**src/design/arpcr_pkg.sv**
```systemverilog
// Package for the ARP cache and responder: widths, protocol constants,
// controller/datapath command and status types. No dependencies.
package arpcr_pkg;

    // Field widths
    localparam int IP_W      = 32;
    localparam int MAC_W     = 48;
    localparam int ENTRY_W   = IP_W + MAC_W;
    localparam int CFG_IDX_W = 8;
    localparam int CFG_W     = 48;

    // Default cache depth
    localparam int DEFAULT_CACHE_ENTRIES = 16;

    // Item kinds
    localparam logic REQ_LOOKUP = 1'b0;
    localparam logic REQ_PACKET = 1'b1;

    // ARP header values that a packet must carry, and the request opcode
    localparam logic [15:0] HTYPE_ETH        = 16'h0001;
    localparam logic [15:0] PTYPE_IPV4       = 16'h0800;
    localparam logic [7:0]  HLEN_MAC         = 8'd6;
    localparam logic [7:0]  PLEN_IPV4        = 8'd4;
    localparam logic [15:0] PKT_OPER_REQUEST = 16'h0001;

    localparam logic [MAC_W-1:0] BCAST_MAC = 48'hFFFF_FFFF_FFFF;

    // Frame operation codes on the result
    localparam logic [1:0] OPER_NONE    = 2'd0;
    localparam logic [1:0] OPER_REQUEST = 2'd1;
    localparam logic [1:0] OPER_REPLY   = 2'd2;

    // Configuration register indexes
    localparam logic [CFG_IDX_W-1:0] CFG_OWN_MAC = 8'd0;
    localparam logic [CFG_IDX_W-1:0] CFG_OWN_IP  = 8'd1;

    // Controller states
    typedef enum logic [1:0] {
        ST_IDLE,
        ST_SEARCH,
        ST_DRAIN,
        ST_COMMIT
    } state_t;

    // Controller to datapath
    typedef struct packed {
        logic capture;  // latch the incoming transaction, restart the scan
        logic issue;    // read the next cache entry
        logic commit;   // update the cache and load the result register
    } ctrl_cmd_t;

    // Datapath to controller
    typedef struct packed {
        logic in_bad;     // incoming transaction is a packet with a bad header
        logic last_addr;  // scan counter sits on the last entry
        logic out_free;   // result register can take a new result
    } dp_status_t;

endpackage

```
**src/design/arp_cache_and_responder.sv**
```systemverilog
// ARP cache and responder, top level. Depends on arpcr_pkg, arpcr_ctrl, arpcr_dp.
// A transaction is captured, then the entry RAM is scanned one entry per cycle and
// the result committed; a packet with a bad header skips the scan. A new
// transaction is accepted only after the result of the last one is loaded;
// a stalled result holds off the next accept.
// Reset clears all entry flags, the replacement pointer and the config registers.
module arp_cache_and_responder #(
    parameter int CACHE_ENTRIES = arpcr_pkg::DEFAULT_CACHE_ENTRIES
) (
    input  logic                            clk,
    input  logic                            rst_n,
    // config write channel
    input  logic                            cfg_valid,
    output logic                            cfg_ready,
    input  logic [arpcr_pkg::CFG_IDX_W-1:0] cfg_index,
    input  logic [arpcr_pkg::CFG_W-1:0]     cfg_data,
    // request channel
    input  logic                            req_valid,
    output logic                            req_stall,
    input  logic                            req_type,
    input  logic [arpcr_pkg::IP_W-1:0]      query_ip,
    input  logic [15:0]                     pkt_htype,
    input  logic [15:0]                     pkt_ptype,
    input  logic [7:0]                      pkt_hlen,
    input  logic [7:0]                      pkt_plen,
    input  logic [15:0]                     pkt_oper,
    input  logic [arpcr_pkg::MAC_W-1:0]     sender_mac,
    input  logic [arpcr_pkg::IP_W-1:0]      sender_ip,
    input  logic [arpcr_pkg::IP_W-1:0]      target_ip,
    // result channel
    output logic                            rsp_valid,
    input  logic                            rsp_stall,
    output logic                            lookup_hit,
    output logic [arpcr_pkg::MAC_W-1:0]     lookup_mac,
    output logic                            send_frame,
    output logic [1:0]                      frame_oper,
    output logic [arpcr_pkg::MAC_W-1:0]     frame_dest_mac,
    output logic [arpcr_pkg::MAC_W-1:0]     frame_target_mac,
    output logic [arpcr_pkg::IP_W-1:0]      frame_target_ip
);

    import arpcr_pkg::*;

    ctrl_cmd_t  cmd;
    dp_status_t status;

    // Config registers accept every transaction
    assign cfg_ready = 1'b1;

    // Controller
    arpcr_ctrl u_ctrl (
        .clk       (clk),
        .rst_n     (rst_n),
        .req_valid (req_valid),
        .req_stall (req_stall),
        .status    (status),
        .cmd       (cmd)
    );

    // Datapath
    arpcr_dp #(
        .CACHE_ENTRIES(CACHE_ENTRIES)
    ) u_dp (
        .clk              (clk),
        .rst_n            (rst_n),
        .cmd              (cmd),
        .status           (status),
        .cfg_valid        (cfg_valid && cfg_ready),
        .cfg_index        (cfg_index),
        .cfg_data         (cfg_data),
        .req_type         (req_type),
        .query_ip         (query_ip),
        .pkt_htype        (pkt_htype),
        .pkt_ptype        (pkt_ptype),
        .pkt_hlen         (pkt_hlen),
        .pkt_plen         (pkt_plen),
        .pkt_oper         (pkt_oper),
        .sender_mac       (sender_mac),
        .sender_ip        (sender_ip),
        .target_ip        (target_ip),
        .rsp_valid        (rsp_valid),
        .rsp_stall        (rsp_stall),
        .lookup_hit       (lookup_hit),
        .lookup_mac       (lookup_mac),
        .send_frame       (send_frame),
        .frame_oper       (frame_oper),
        .frame_dest_mac   (frame_dest_mac),
        .frame_target_mac (frame_target_mac),
        .frame_target_ip  (frame_target_ip)
    );

    // Accepted transaction blocks the request channel until its result is loaded
    a_busy_after_accept: assert property (@(posedge clk) disable iff (!rst_n)
        (req_valid && !req_stall) |=> req_stall)
        else $error("request accepted while a transaction is in flight");

    // Commit never overwrites a result that is still waiting
    a_commit_free: assert property (@(posedge clk) disable iff (!rst_n)
        cmd.commit |-> status.out_free)
        else $error("result register overwritten");

    // Frame flag agrees with the frame operation
    a_frame_oper: assert property (@(posedge clk) disable iff (!rst_n)
        rsp_valid |-> (send_frame == (frame_oper != OPER_NONE)))
        else $error("send_frame and frame_oper disagree");

    // A hit never comes with a frame
    a_hit_no_frame: assert property (@(posedge clk) disable iff (!rst_n)
        (rsp_valid && lookup_hit) |-> !send_frame)
        else $error("lookup hit with a frame");

endmodule

```
**src/design/arpcr_ram.sv**
```systemverilog
// Generic single-write, single-read RAM with registered read data.
// Depends on nothing.
module arpcr_ram #(
    parameter int WIDTH = 8,
    parameter int DEPTH = 16
) (
    input  logic                     clk,
    input  logic                     wr_en,
    input  logic [$clog2(DEPTH)-1:0] wr_addr,
    input  logic [WIDTH-1:0]         wr_data,
    input  logic [$clog2(DEPTH)-1:0] rd_addr,
    output logic [WIDTH-1:0]         rd_data
);

    logic [WIDTH-1:0] mem [DEPTH];

    // Write port
    always_ff @(posedge clk)
    begin
        if (wr_en)
        begin
            mem[wr_addr] <= wr_data;
        end
    end

    // Registered read port
    always_ff @(posedge clk)
    begin
        rd_data <= mem[rd_addr];
    end

endmodule

```
**src/design/arpcr_ctrl.sv**
```systemverilog
// Controller for the ARP cache: sequences capture, entry scan and commit.
// Depends on arpcr_pkg.
module arpcr_ctrl (
    input  logic                   clk,
    input  logic                   rst_n,
    input  logic                   req_valid,
    output logic                   req_stall,
    input  arpcr_pkg::dp_status_t  status,
    output arpcr_pkg::ctrl_cmd_t   cmd
);

    import arpcr_pkg::*;

    state_t state_reg;
    state_t state_next;

    // State register
    always_ff @(posedge clk or negedge rst_n)
    begin
        if (!rst_n)
        begin
            state_reg <= ST_IDLE;
        end
        else
        begin
            state_reg <= state_next;
        end
    end

    // Next state
    always_comb
    begin
        state_next = state_reg;
        unique case (state_reg)
            ST_IDLE:
            begin
                if (req_valid)
                begin
                    // bad header: nothing to search, go straight to result
                    state_next = status.in_bad ? ST_COMMIT : ST_SEARCH;
                end
            end
            ST_SEARCH:
            begin
                if (status.last_addr)
                begin
                    state_next = ST_DRAIN;
                end
            end
            ST_DRAIN:
            begin
                state_next = ST_COMMIT;
            end
            ST_COMMIT:
            begin
                if (status.out_free)
                begin
                    state_next = ST_IDLE;
                end
            end
            default:
            begin
                state_next = ST_IDLE;
            end
        endcase
    end

    // Outputs
    always_comb
    begin
        cmd         = '0;
        req_stall   = 1'b1;
        unique case (state_reg)
            ST_IDLE:
            begin
                req_stall   = 1'b0;
                cmd.capture = req_valid;
            end
            ST_SEARCH:
            begin
                cmd.issue = 1'b1;
            end
            ST_DRAIN:
            begin
                cmd = '0;
            end
            ST_COMMIT:
            begin
                cmd.commit = status.out_free;
            end
            default:
            begin
                cmd = '0;
            end
        endcase
    end

endmodule

```
**src/design/arpcr_dp.sv**
```systemverilog
// Datapath for the ARP cache: transaction registers, entry flags, entry RAM,
// scan compare, replacement pointer, config registers and result register.
// Depends on arpcr_pkg and arpcr_ram.
module arpcr_dp #(
    parameter int CACHE_ENTRIES = arpcr_pkg::DEFAULT_CACHE_ENTRIES
) (
    input  logic                           clk,
    input  logic                           rst_n,
    // command / status
    input  arpcr_pkg::ctrl_cmd_t           cmd,
    output arpcr_pkg::dp_status_t          status,
    // config
    input  logic                           cfg_valid,
    input  logic [arpcr_pkg::CFG_IDX_W-1:0] cfg_index,
    input  logic [arpcr_pkg::CFG_W-1:0]    cfg_data,
    // incoming fields
    input  logic                           req_type,
    input  logic [arpcr_pkg::IP_W-1:0]     query_ip,
    input  logic [15:0]                    pkt_htype,
    input  logic [15:0]                    pkt_ptype,
    input  logic [7:0]                     pkt_hlen,
    input  logic [7:0]                     pkt_plen,
    input  logic [15:0]                    pkt_oper,
    input  logic [arpcr_pkg::MAC_W-1:0]    sender_mac,
    input  logic [arpcr_pkg::IP_W-1:0]     sender_ip,
    input  logic [arpcr_pkg::IP_W-1:0]     target_ip,
    // result
    output logic                           rsp_valid,
    input  logic                           rsp_stall,
    output logic                           lookup_hit,
    output logic [arpcr_pkg::MAC_W-1:0]    lookup_mac,
    output logic                           send_frame,
    output logic [1:0]                     frame_oper,
    output logic [arpcr_pkg::MAC_W-1:0]    frame_dest_mac,
    output logic [arpcr_pkg::MAC_W-1:0]    frame_target_mac,
    output logic [arpcr_pkg::IP_W-1:0]     frame_target_ip
);

    import arpcr_pkg::*;

    localparam int IDX_W = $clog2(CACHE_ENTRIES);
    localparam logic [IDX_W-1:0] LAST_IDX = IDX_W'(CACHE_ENTRIES - 1);

    // Config registers
    logic [MAC_W-1:0] own_mac_reg;
    logic [IP_W-1:0]  own_ip_reg;

    // Transaction registers
    logic             type_reg;
    logic             skip_reg;
    logic             oper_req_reg;
    logic [IP_W-1:0]  key_reg;
    logic [MAC_W-1:0] smac_reg;
    logic [IP_W-1:0]  tip_reg;

    // Entry flags and replacement pointer
    logic [CACHE_ENTRIES-1:0] valid_reg;
    logic [CACHE_ENTRIES-1:0] known_reg;
    logic [IDX_W-1:0]         ptr_reg;

    // Scan state
    logic [IDX_W-1:0] cnt_reg;
    logic             p_vld_reg;
    logic [IDX_W-1:0] p_idx_reg;
    logic             hit_reg;
    logic [IDX_W-1:0] hit_idx_reg;
    logic [MAC_W-1:0] hit_mac_reg;
    logic             free_found_reg;
    logic [IDX_W-1:0] free_idx_reg;

    // Result register
    logic             rsp_valid_reg;
    logic             lookup_hit_reg;
    logic [MAC_W-1:0] lookup_mac_reg;
    logic             send_frame_reg;
    logic [1:0]       frame_oper_reg;
    logic [MAC_W-1:0] frame_dest_mac_reg;
    logic [MAC_W-1:0] frame_target_mac_reg;
    logic [IP_W-1:0]  frame_target_ip_reg;

    // RAM and commit signals
    logic [ENTRY_W-1:0] rd_data;
    logic [IP_W-1:0]    rd_ip;
    logic [MAC_W-1:0]   rd_mac;
    logic               in_hdr_ok;
    logic               match;
    logic               free_slot;
    logic [IDX_W-1:0]   alloc_idx;
    logic [IDX_W-1:0]   wr_idx;
    logic               do_write;
    logic               adv_ptr;
    logic [MAC_W-1:0]   wr_mac;
    logic               res_hit;
    logic               res_req;
    logic               res_reply;

    // Status back to the controller
    assign in_hdr_ok = (pkt_htype == HTYPE_ETH) && (pkt_ptype == PTYPE_IPV4) &&
                       (pkt_hlen == HLEN_MAC) && (pkt_plen == PLEN_IPV4);
    assign status.in_bad    = (req_type == REQ_PACKET) && !in_hdr_ok;
    assign status.last_addr = (cnt_reg == LAST_IDX);
    assign status.out_free  = !rsp_valid_reg || !rsp_stall;

    // Config writes
    always_ff @(posedge clk or negedge rst_n)
    begin
        if (!rst_n)
        begin
            own_mac_reg <= '0;
            own_ip_reg  <= '0;
        end
        else if (cfg_valid)
        begin
            if (cfg_index == CFG_OWN_MAC)
            begin
                own_mac_reg <= cfg_data[MAC_W-1:0];
            end
            else if (cfg_index == CFG_OWN_IP)
            begin
                own_ip_reg <= cfg_data[IP_W-1:0];
            end
        end
    end

    // Transaction capture
    always_ff @(posedge clk)
    begin
        if (cmd.capture)
        begin
            type_reg     <= req_type;
            skip_reg     <= status.in_bad;
            oper_req_reg <= (pkt_oper == PKT_OPER_REQUEST);
            key_reg      <= (req_type == REQ_PACKET) ? sender_ip : query_ip;
            smac_reg     <= sender_mac;
            tip_reg      <= target_ip;
        end
    end

    // Entry RAM: {ip, mac}
    arpcr_ram #(
        .WIDTH(ENTRY_W),
        .DEPTH(CACHE_ENTRIES)
    ) u_entry_ram (
        .clk     (clk),
        .wr_en   (do_write),
        .wr_addr (wr_idx),
        .wr_data ({key_reg, wr_mac}),
        .rd_addr (cnt_reg),
        .rd_data (rd_data)
    );

    assign rd_ip  = rd_data[ENTRY_W-1:MAC_W];
    assign rd_mac = rd_data[MAC_W-1:0];

    // Compare stage: one entry per cycle, RAM data lines up with p_idx
    assign match     = p_vld_reg && valid_reg[p_idx_reg] && (rd_ip == key_reg);
    assign free_slot = p_vld_reg && !valid_reg[p_idx_reg];

    // Scan counter and first-match / first-free latches
    always_ff @(posedge clk or negedge rst_n)
    begin
        if (!rst_n)
        begin
            cnt_reg        <= '0;
            p_vld_reg      <= 1'b0;
            hit_reg        <= 1'b0;
            free_found_reg <= 1'b0;
        end
        else
        begin
            p_vld_reg <= cmd.issue;
            if (cmd.capture)
            begin
                cnt_reg        <= '0;
                hit_reg        <= 1'b0;
                free_found_reg <= 1'b0;
            end
            else
            begin
                if (cmd.issue && !status.last_addr)
                begin
                    cnt_reg <= cnt_reg + 1'b1;
                end
                if (match && !hit_reg)
                begin
                    hit_reg <= 1'b1;
                end
                if (free_slot && !free_found_reg)
                begin
                    free_found_reg <= 1'b1;
                end
            end
        end
    end

    // Scan payload
    always_ff @(posedge clk)
    begin
        p_idx_reg <= cnt_reg;
        if (match && !hit_reg)
        begin
            hit_idx_reg <= p_idx_reg;
            hit_mac_reg <= rd_mac;
        end
        if (free_slot && !free_found_reg)
        begin
            free_idx_reg <= p_idx_reg;
        end
    end

    // Commit decision
    always_comb
    begin
        alloc_idx = free_found_reg ? free_idx_reg : ptr_reg;
        wr_idx    = hit_reg ? hit_idx_reg : alloc_idx;
        do_write  = cmd.commit && !skip_reg && ((type_reg == REQ_PACKET) || !hit_reg);
        adv_ptr   = do_write && !hit_reg && !free_found_reg;
        wr_mac    = (type_reg == REQ_PACKET) ? smac_reg : '0;
        res_hit   = (type_reg == REQ_LOOKUP) && hit_reg && known_reg[hit_idx_reg];
        res_req   = (type_reg == REQ_LOOKUP) && !hit_reg;
        res_reply = (type_reg == REQ_PACKET) && !skip_reg && oper_req_reg &&
                    (tip_reg == own_ip_reg);
    end

    // Entry flags and round-robin pointer
    always_ff @(posedge clk or negedge rst_n)
    begin
        if (!rst_n)
        begin
            valid_reg <= '0;
            known_reg <= '0;
            ptr_reg   <= '0;
        end
        else
        begin
            if (do_write)
            begin
                valid_reg[wr_idx] <= 1'b1;
                known_reg[wr_idx] <= (type_reg == REQ_PACKET);
            end
            if (adv_ptr)
            begin
                ptr_reg <= (ptr_reg == LAST_IDX) ? '0 : ptr_reg + 1'b1;
            end
        end
    end

    // Result valid
    always_ff @(posedge clk or negedge rst_n)
    begin
        if (!rst_n)
        begin
            rsp_valid_reg <= 1'b0;
        end
        else if (cmd.commit)
        begin
            rsp_valid_reg <= 1'b1;
        end
        else if (!rsp_stall)
        begin
            rsp_valid_reg <= 1'b0;
        end
    end

    // Result payload
    always_ff @(posedge clk)
    begin
        if (cmd.commit)
        begin
            lookup_hit_reg <= res_hit;
            lookup_mac_reg <= res_hit ? hit_mac_reg : '0;
            priority if (res_req)
            begin
                send_frame_reg       <= 1'b1;
                frame_oper_reg       <= OPER_REQUEST;
                frame_dest_mac_reg   <= BCAST_MAC;
                frame_target_mac_reg <= '0;
                frame_target_ip_reg  <= key_reg;
            end
            else if (res_reply)
            begin
                send_frame_reg       <= 1'b1;
                frame_oper_reg       <= OPER_REPLY;
                frame_dest_mac_reg   <= smac_reg;
                frame_target_mac_reg <= smac_reg;
                frame_target_ip_reg  <= key_reg;
            end
            else
            begin
                send_frame_reg       <= 1'b0;
                frame_oper_reg       <= OPER_NONE;
                frame_dest_mac_reg   <= '0;
                frame_target_mac_reg <= '0;
                frame_target_ip_reg  <= '0;
            end
        end
    end

    assign rsp_valid        = rsp_valid_reg;
    assign lookup_hit       = lookup_hit_reg;
    assign lookup_mac       = lookup_mac_reg;
    assign send_frame       = send_frame_reg;
    assign frame_oper       = frame_oper_reg;
    assign frame_dest_mac   = frame_dest_mac_reg;
    assign frame_target_mac = frame_target_mac_reg;
    assign frame_target_ip  = frame_target_ip_reg;

endmodule

```
**config.mk**
```make
export PLATFORM = sky130hd
export DESIGN_NAME = arp_cache_and_responder
export DESIGN_NICKNAME = d
export VERILOG_FILES = /design/src/design/arpcr_pkg.sv /design/src/design/arp_cache_and_responder.sv /design/src/design/arpcr_ram.sv /design/src/design/arpcr_ctrl.sv /design/src/design/arpcr_dp.sv
export SDC_FILE = /design/constraint.sdc
export NUM_CORES = 2
export LEC_CHECK = 0
export BUFFER_PORTS_ARGS = -buffer_cell sky130_fd_sc_hd__buf_2
export CORE_MARGIN = 10
export CORE_UTILIZATION = 25
export DETAILED_ROUTE_END_ITERATION = 8
export PLACE_DENSITY = 0.5
export SLEW_MARGIN = 20
export SYNTH_ARGS = -nofsm -noshare
export SYNTH_HDL_FRONTEND = slang
export SYNTH_SLANG_ARGS = --single-unit
```
**constraint.sdc**
```tcl
create_clock -name clk -period 6.5 [get_ports clk]
set_clock_uncertainty 0.2 [all_clocks]
set_input_delay 0 -clock clk [delete_from_list [all_inputs] [get_ports clk]]
set_output_delay 0 -clock clk [all_outputs]
set_load 0.01 [all_outputs]
```
Word level (Yosys, flattened, before mapping)

Memory sizes are Yosys's and may differ from the RTL's. A register that Yosys moved wholly into a read port is not among the register bits.
Index checks and enable logic that the tools add are counted.
Widths: inputs -> output; s select.

Register bits after elaboration: 433
RAM bits: 1280
Input port bits: 270
Output and inout port bits: 183
Word-level logic and storage cells: 128
Memories kept: 1

Memories:

| memory               | words | width | rd ports | clocked after memory_dff | write ports | line            | RTL |
|---|---|---|---|---|---|---|---|
| u_dp.u_entry_ram.mem | 16    | 80    | 1        | 1                        | 1           | arpcr_ram.sv:15 | `logic [WIDTH-1:0] mem [DEPTH];` |

$add $sub $neg: 2
$lt $le $gt $ge: 4
Equal/unequal tests: 17
Mux-type cells: 36
Bitwise operators: 3
Reductions and logical operators: 38

Operators with widths:

| kind                 | number |
|---|---|
| $mux 32              | 3 |
| $mux 48              | 2 |
| $eq 32x32->1         | 2 |
| $eq 16x1->1 const B  | 2 |
| $logic_and 1x1->1    | 21 |
| $mux 4               | 5 |
| $bwmux 16            | 1 |
| $eq 16x12->1 const B | 1 |
| $eq 8x3->1 const B   | 2 |
| $mux 1               | 16 |
| $or 16x16->16        | 1 |
| $lt 4x5->1 const B   | 3 |
| $mux 2               | 5 |
| $add 4x1->4 const B  | 2 |
| $bmux 1 s4           | 2 |
| $eq 4x4->1 const B   | 2 |
| $eq 8x1->1 const B   | 1 |
| $logic_not 1->1      | 8 |
| $logic_not 8->1      | 1 |
| $pmux 2 s4           | 1 |
| $ne 2x1->1 const B   | 3 |
| $reduce_and 3->1     | 2 |
| $reduce_bool 2->1    | 3 |
| $demux 1 s4          | 1 |
| 7 further kinds      | 10 |

Longest topological paths before layout

Depth after elaboration: 9
Depth in mapped cells: 7
Depth with buffers taken out: 7

Modules after synthesis

A second synthesis with hierarchy kept.

Cells, all modules: 3081
Area total of the unflattened synthesis: 66471.3 um^2

Modules (own cells, without submodules):

| module                  | times used | cells an instance | area an instance (um^2) | sequential area each (um^2) |
|---|---|---|---|---|
| arpcr_ram               | 1          | 2054              | 49422.4                 | 40038.4 |
| arpcr_dp                | 1          | 1005              | 16848.7                 | 12522.0 |
| arpcr_ctrl              | 1          | 20                | 188.9                   | 50.0 |
| arp_cache_and_responder | 1          | 2                 | 11.3                    | 0.0 |

Least setup slack after synthesis

Ideal clock, no wire load.

Kind: reg-to-reg
From: register u_ctrl.state_reg[1]
To: register u_dp.known_reg[0]
Library setup time: 0.082 ns
Data arrival time: 5.273 ns
Required time: 6.218 ns
Setup slack: 0.945 ns
Stages on the path, launching flop included: 7
Path buffers: 0
Clock period less this slack: 5.555 ns
Cell sequence: dfrtp_1 > ha_1 > a21bo_2 > nor3_1 > nand3_1 > nor2_1 > mux2_2

Word-level cells in the longest chain between the ends: 4

RTL lines:

| what                            | line             | RTL |
|---|---|---|
| start: declaration              | arpcr_ctrl.sv:14 | `state_t state_reg;` |
| start signal: assignment        | arpcr_ctrl.sv:26 | `state_reg <= state_next;` |
| $eq 2x2->1                      | arpcr_ctrl.sv:73 | `unique case (state_reg)` |
| $mux 1                          | arpcr_ctrl.sv:73 |  |
| $logic_and 1x1->1 (2 in series) | arpcr_dp.sv:216  | `do_write = cmd.commit && !skip_reg && ((type_reg == REQ_PACKET) \|\| !hit_reg);` |
| end signal: indexed assignment  | arpcr_dp.sv:239  | `known_reg[wr_idx] <= (type_reg == REQ_PACKET);` |
| end: declaration                | arpcr_dp.sv:58   | `logic [CACHE_ENTRIES-1:0] known_reg;` |

No other way between the ends.
A chain may end at the register's enable or synchronous reset.

Final worst setup path

From: register u_dp.hit_reg
To: memory u_dp.u_entry_ram.mem[7][78] in the netlist's numbering (enable)

Word-level cells in the longest chain between the ends: 5
Elaborated cells between the ends (all ways): 6
Those cells by class: mux (3); reduce/logical (3)

RTL lines:

| what                         | line            | RTL |
|---|---|---|
| start: declaration           | arpcr_dp.sv:65  | `logic hit_reg;` |
| start signal: assignment     | arpcr_dp.sv:166 | `hit_reg <= 1'b0;` |
| start signal: assignment     | arpcr_dp.sv:175 | `hit_reg <= 1'b0;` |
| start signal: assignment     | arpcr_dp.sv:186 | `hit_reg <= 1'b1;` |
| $logic_not 1->1              | arpcr_dp.sv:216 |  |
| $logic_or 1x1->1             | arpcr_dp.sv:216 |  |
| $logic_and 1x1->1            | arpcr_dp.sv:216 |  |
| $mux 1                       | arpcr_ram.sv:20 | `if (wr_en)` |
| $mux 1 (not written as such) | arpcr_ram.sv:22 | `mem[wr_addr] <= wr_data;` |
| end: declaration             | arpcr_ram.sv:15 |  |

Parallel ways exist; a longest one is shown, timed or not.

==> metrics.cfg <==
[timing]
min_period_over_period = 0.647
fmaxAchievable_ghz = 0.238
rsz0062_at_grt = false
relSlewSlack = 0.255
fin_tns_setup_ns = 0
final_hold_viol_count = 0
layout_min_cycle_time_ns = 4.21
slew_viol_final = 0
setup_viol = 0
fin_ws_ns = 2.29
tightest_slew_ns = 1.12

[route]
final_antenna_net_count = 0
wirelength_um = 175000
drcViolationCount = 0
met1_length_um = 70800
dr.pass1.iters = 7
dr.first_iter.drc_count = 2320
route.met3.wl_um = 8960
top_layer = met5
num_vias = 32100
wl_per_cell_um = 23.2
wl_met2_um = 89700
drt-vias-per-instance = 4.26

[critical_path]
cp_max_fo = 50
arrival_ns = 4.43
path_class = flip-flop to flip-flop
worst-r2r-cell-count = 7
reg2reg_slack_ns = 2.29
cp.required_ns = 6.72
cp-start-kind = flip-flop
cp-end-kind = flip-flop

[global_routing]
grt.overflow.total = 0
track_usage = 0.118
grt_max_degree = 138
antenna_found_initial = 12
grt_pass1_vias = 35400
grt_pass1_wl_um = 251000

[placement]
pre_cts_ws_ns = 2.26
hpwl_um = 92900
dpl-instance-area_um2 = 73300
gp_congestion = 0.749
port_buffers = 435

[final_layout]
top_register = u_dp.u_entry_ram.mem
nets = 4114
drive_gt1_frac = 0.329
fin_util = 0.315
largest_reg_flops = 1280
fill_cells = 25400
reg_top3 = u_dp.u_entry_ram.mem x1280, u_dp.u_entry_ram.rd_data x80
final_area_um2 = 83500
syn_to_final_growth_pct = 25.7

[synth]
syn_nets = 3155
synth.distinct_cells = 42
synth_common_cells = 1631 x edfxtp_1, 409 x mux4_2, 98 x and2_1, 89 x clkbuf_1, 84 x dfxtp_1
synth_top_cell_area_share = 0.737
post-synth-top-count-cell = edfxtp_1
synth-main-ff-cell = edfxtp_1
ys_async_sr_fraction = 0.0435
syn_area_um2 = 66400
synth_seq_cells = 1793
yosysTopAreaCell = edfxtp_1
syn_avg_cell_area_um2 = 23.1
syn_inst = 2878
ys_seq_area_frac = 0.792
synth_edf_count = 1631
ys_warn_count = 0
yosys-top-cells-area = edfxtp_1 74%, mux4_2 14%, dfrtp_1 2.9%, dfxtp_1 2.5%, mux2_2 1.4%

[cts]
numCtsBuffers = 193
cts.reportedPaths.clkPinSlew_ns = 0.06
cts_resized = 0
clockBufferDepth = 4
cts_tree = yes
clock_sinks = 1793
clk_latency_ns = 0.87
holdBufCountCts = 402
postCtsSetupBuffers = 0
cts_root_buffer = clkbuf_16
h-tree-depth = 4

[floorplanning]
core_area_um2 = 265000
std_cell_rows = 189
pin_count = 453
die_h_um = 536
start_util = 0.251
die_x_um = 536
die_area_um2 = 287000

[power_and_ir_drop]
power_uw = 31800
ir_worst_vdd_mv = 0.304
p_leak_uw = 0.0279
power_density_nw_per_um2 = 380

[run_status]
status = completed

[worst_hold_path]
hp-class = input port to flip-flop
min_path_cells = 4

[flow_run]
drv_cap = 0

layout make-up:
| type | count | area (µm²) | share of cell area |
|---|---|---|---|
| Antenna cell | 1 | 2.50 | 0.0000300 |
| Inverter | 12 | 62.6 | 0.000749 |
| Clock inverter | 105 | 1030 | 0.0123 |
| Timing Repair Buffer | 905 | 6930 | 0.0830 |
| Clock buffer | 247 | 5150 | 0.0617 |
| Multi-Input combinational cell | 932 | 13300 | 0.159 |
| Sequential cell | 1793 | 52600 | 0.630 |
| Tap cell | 3533 | 4420 | 0.0529 |
layout by cell type (no fill, tap or decap), types with 5 or more instances in the layout:
cell type and n:
clkbuf_8 8, nand3_1 6, xor2_1 32, clkinvlp_4 5, mux4_2 409, o21ai_0 6
ha_1 7, edfxtp_1 1631, buf_2 434, nor4_1 20, nor2_1 7, mux2_2 82
dlygate4sd3_1 402, or2_2 18, clkinv_2 38, o21a_1 34, inv_1 7, dfxtp_1 84
and2_1 97, nand2_1 8, buf_4 51, mux2i_1 8, clkbuf_16 195, nand4_1 15
nor2_4 14, xnor2_1 36, and3_1 48, clkbuf_1 44, dfrtp_1 74, a21o_1 49
inv_6 5, clkinv_1 34, buf_12 17, nand2b_1 7, bufinv_16 17
critical path, cell delays in order (launching register included):
cell     delay [ns]
dfrtp_1        0.53
nor2b_4        0.20
buf_4          0.33
nor3_1         0.54
nand3_1        0.28
or2_2          0.40
inv_4          0.68
buf_4          0.60
worst paths after layout:
check,start,endpoint
min in group asynchronous,rst_n,u_dp.own_ip_reg[6]$_DFFE_PN0P_
worst max register to register,u_dp.hit_reg$_DFFE_PN0P_,u_dp.u_entry_ram.mem[7][78]$_DFFE_PP_
worst min-delay path,pkt_oper[6],u_dp.oper_req_reg$_DFFE_PP_
max in group asynchronous,rst_n,u_dp.cnt_reg[2]$_DFFE_PN0P_
worst min register to register,u_dp.u_entry_ram.rd_data[29]$_DFF_P_,u_dp.hit_mac_reg[29]$_DFFE_PP_
worst max-delay path,u_dp.hit_reg$_DFFE_PN0P_,u_dp.u_entry_ram.mem[7][78]$_DFFE_PP_
cells by family (layout without fill, tap and decap cells):
family / count (synthesis) / after routing / synth area share
compound gates: 98 / 98 / 0.0108
xor+xnor: 68 / 68 / 0.00896
fa+ha+maj: 7 / 7 / 0.00132
buf+inv: 153 / 1269 / 0.00972
flops: 1793 / 1793 / 0.792
mux: 501 / 501 / 0.154
other cells: 1 / 2 / 0.0000564
simple gates: 257 / 257 / 0.0232
per-stage QoR:
| stage | cells | hold slack [ns] |
|---|---|---|
| after floorplan | 2878 | -0.496 |
| after global placement | 6773 | -0.354 |
| after detailed placement | 6773 | -0.353 |
| after CTS | 7527 | 0.00646 |
| after global routing | 7528 | 0.0643 |
| final | 7528 | 0.0841 |
per-layer routing:
metal / up-vias / global-route usage
met2: 866 / 0.208
met1: 17100 / 0.147
li1: 13900 / -
met5: - / 0
met3: 281 / 0.0220
met4: 2 / 0.0371
where the power goes:
group          switching [µW]  internal [µW]
logic                    3080           2910
registers                 766          14200
clock network            4530           6290
Note: power is estimated with default switching activity, not from simulation.
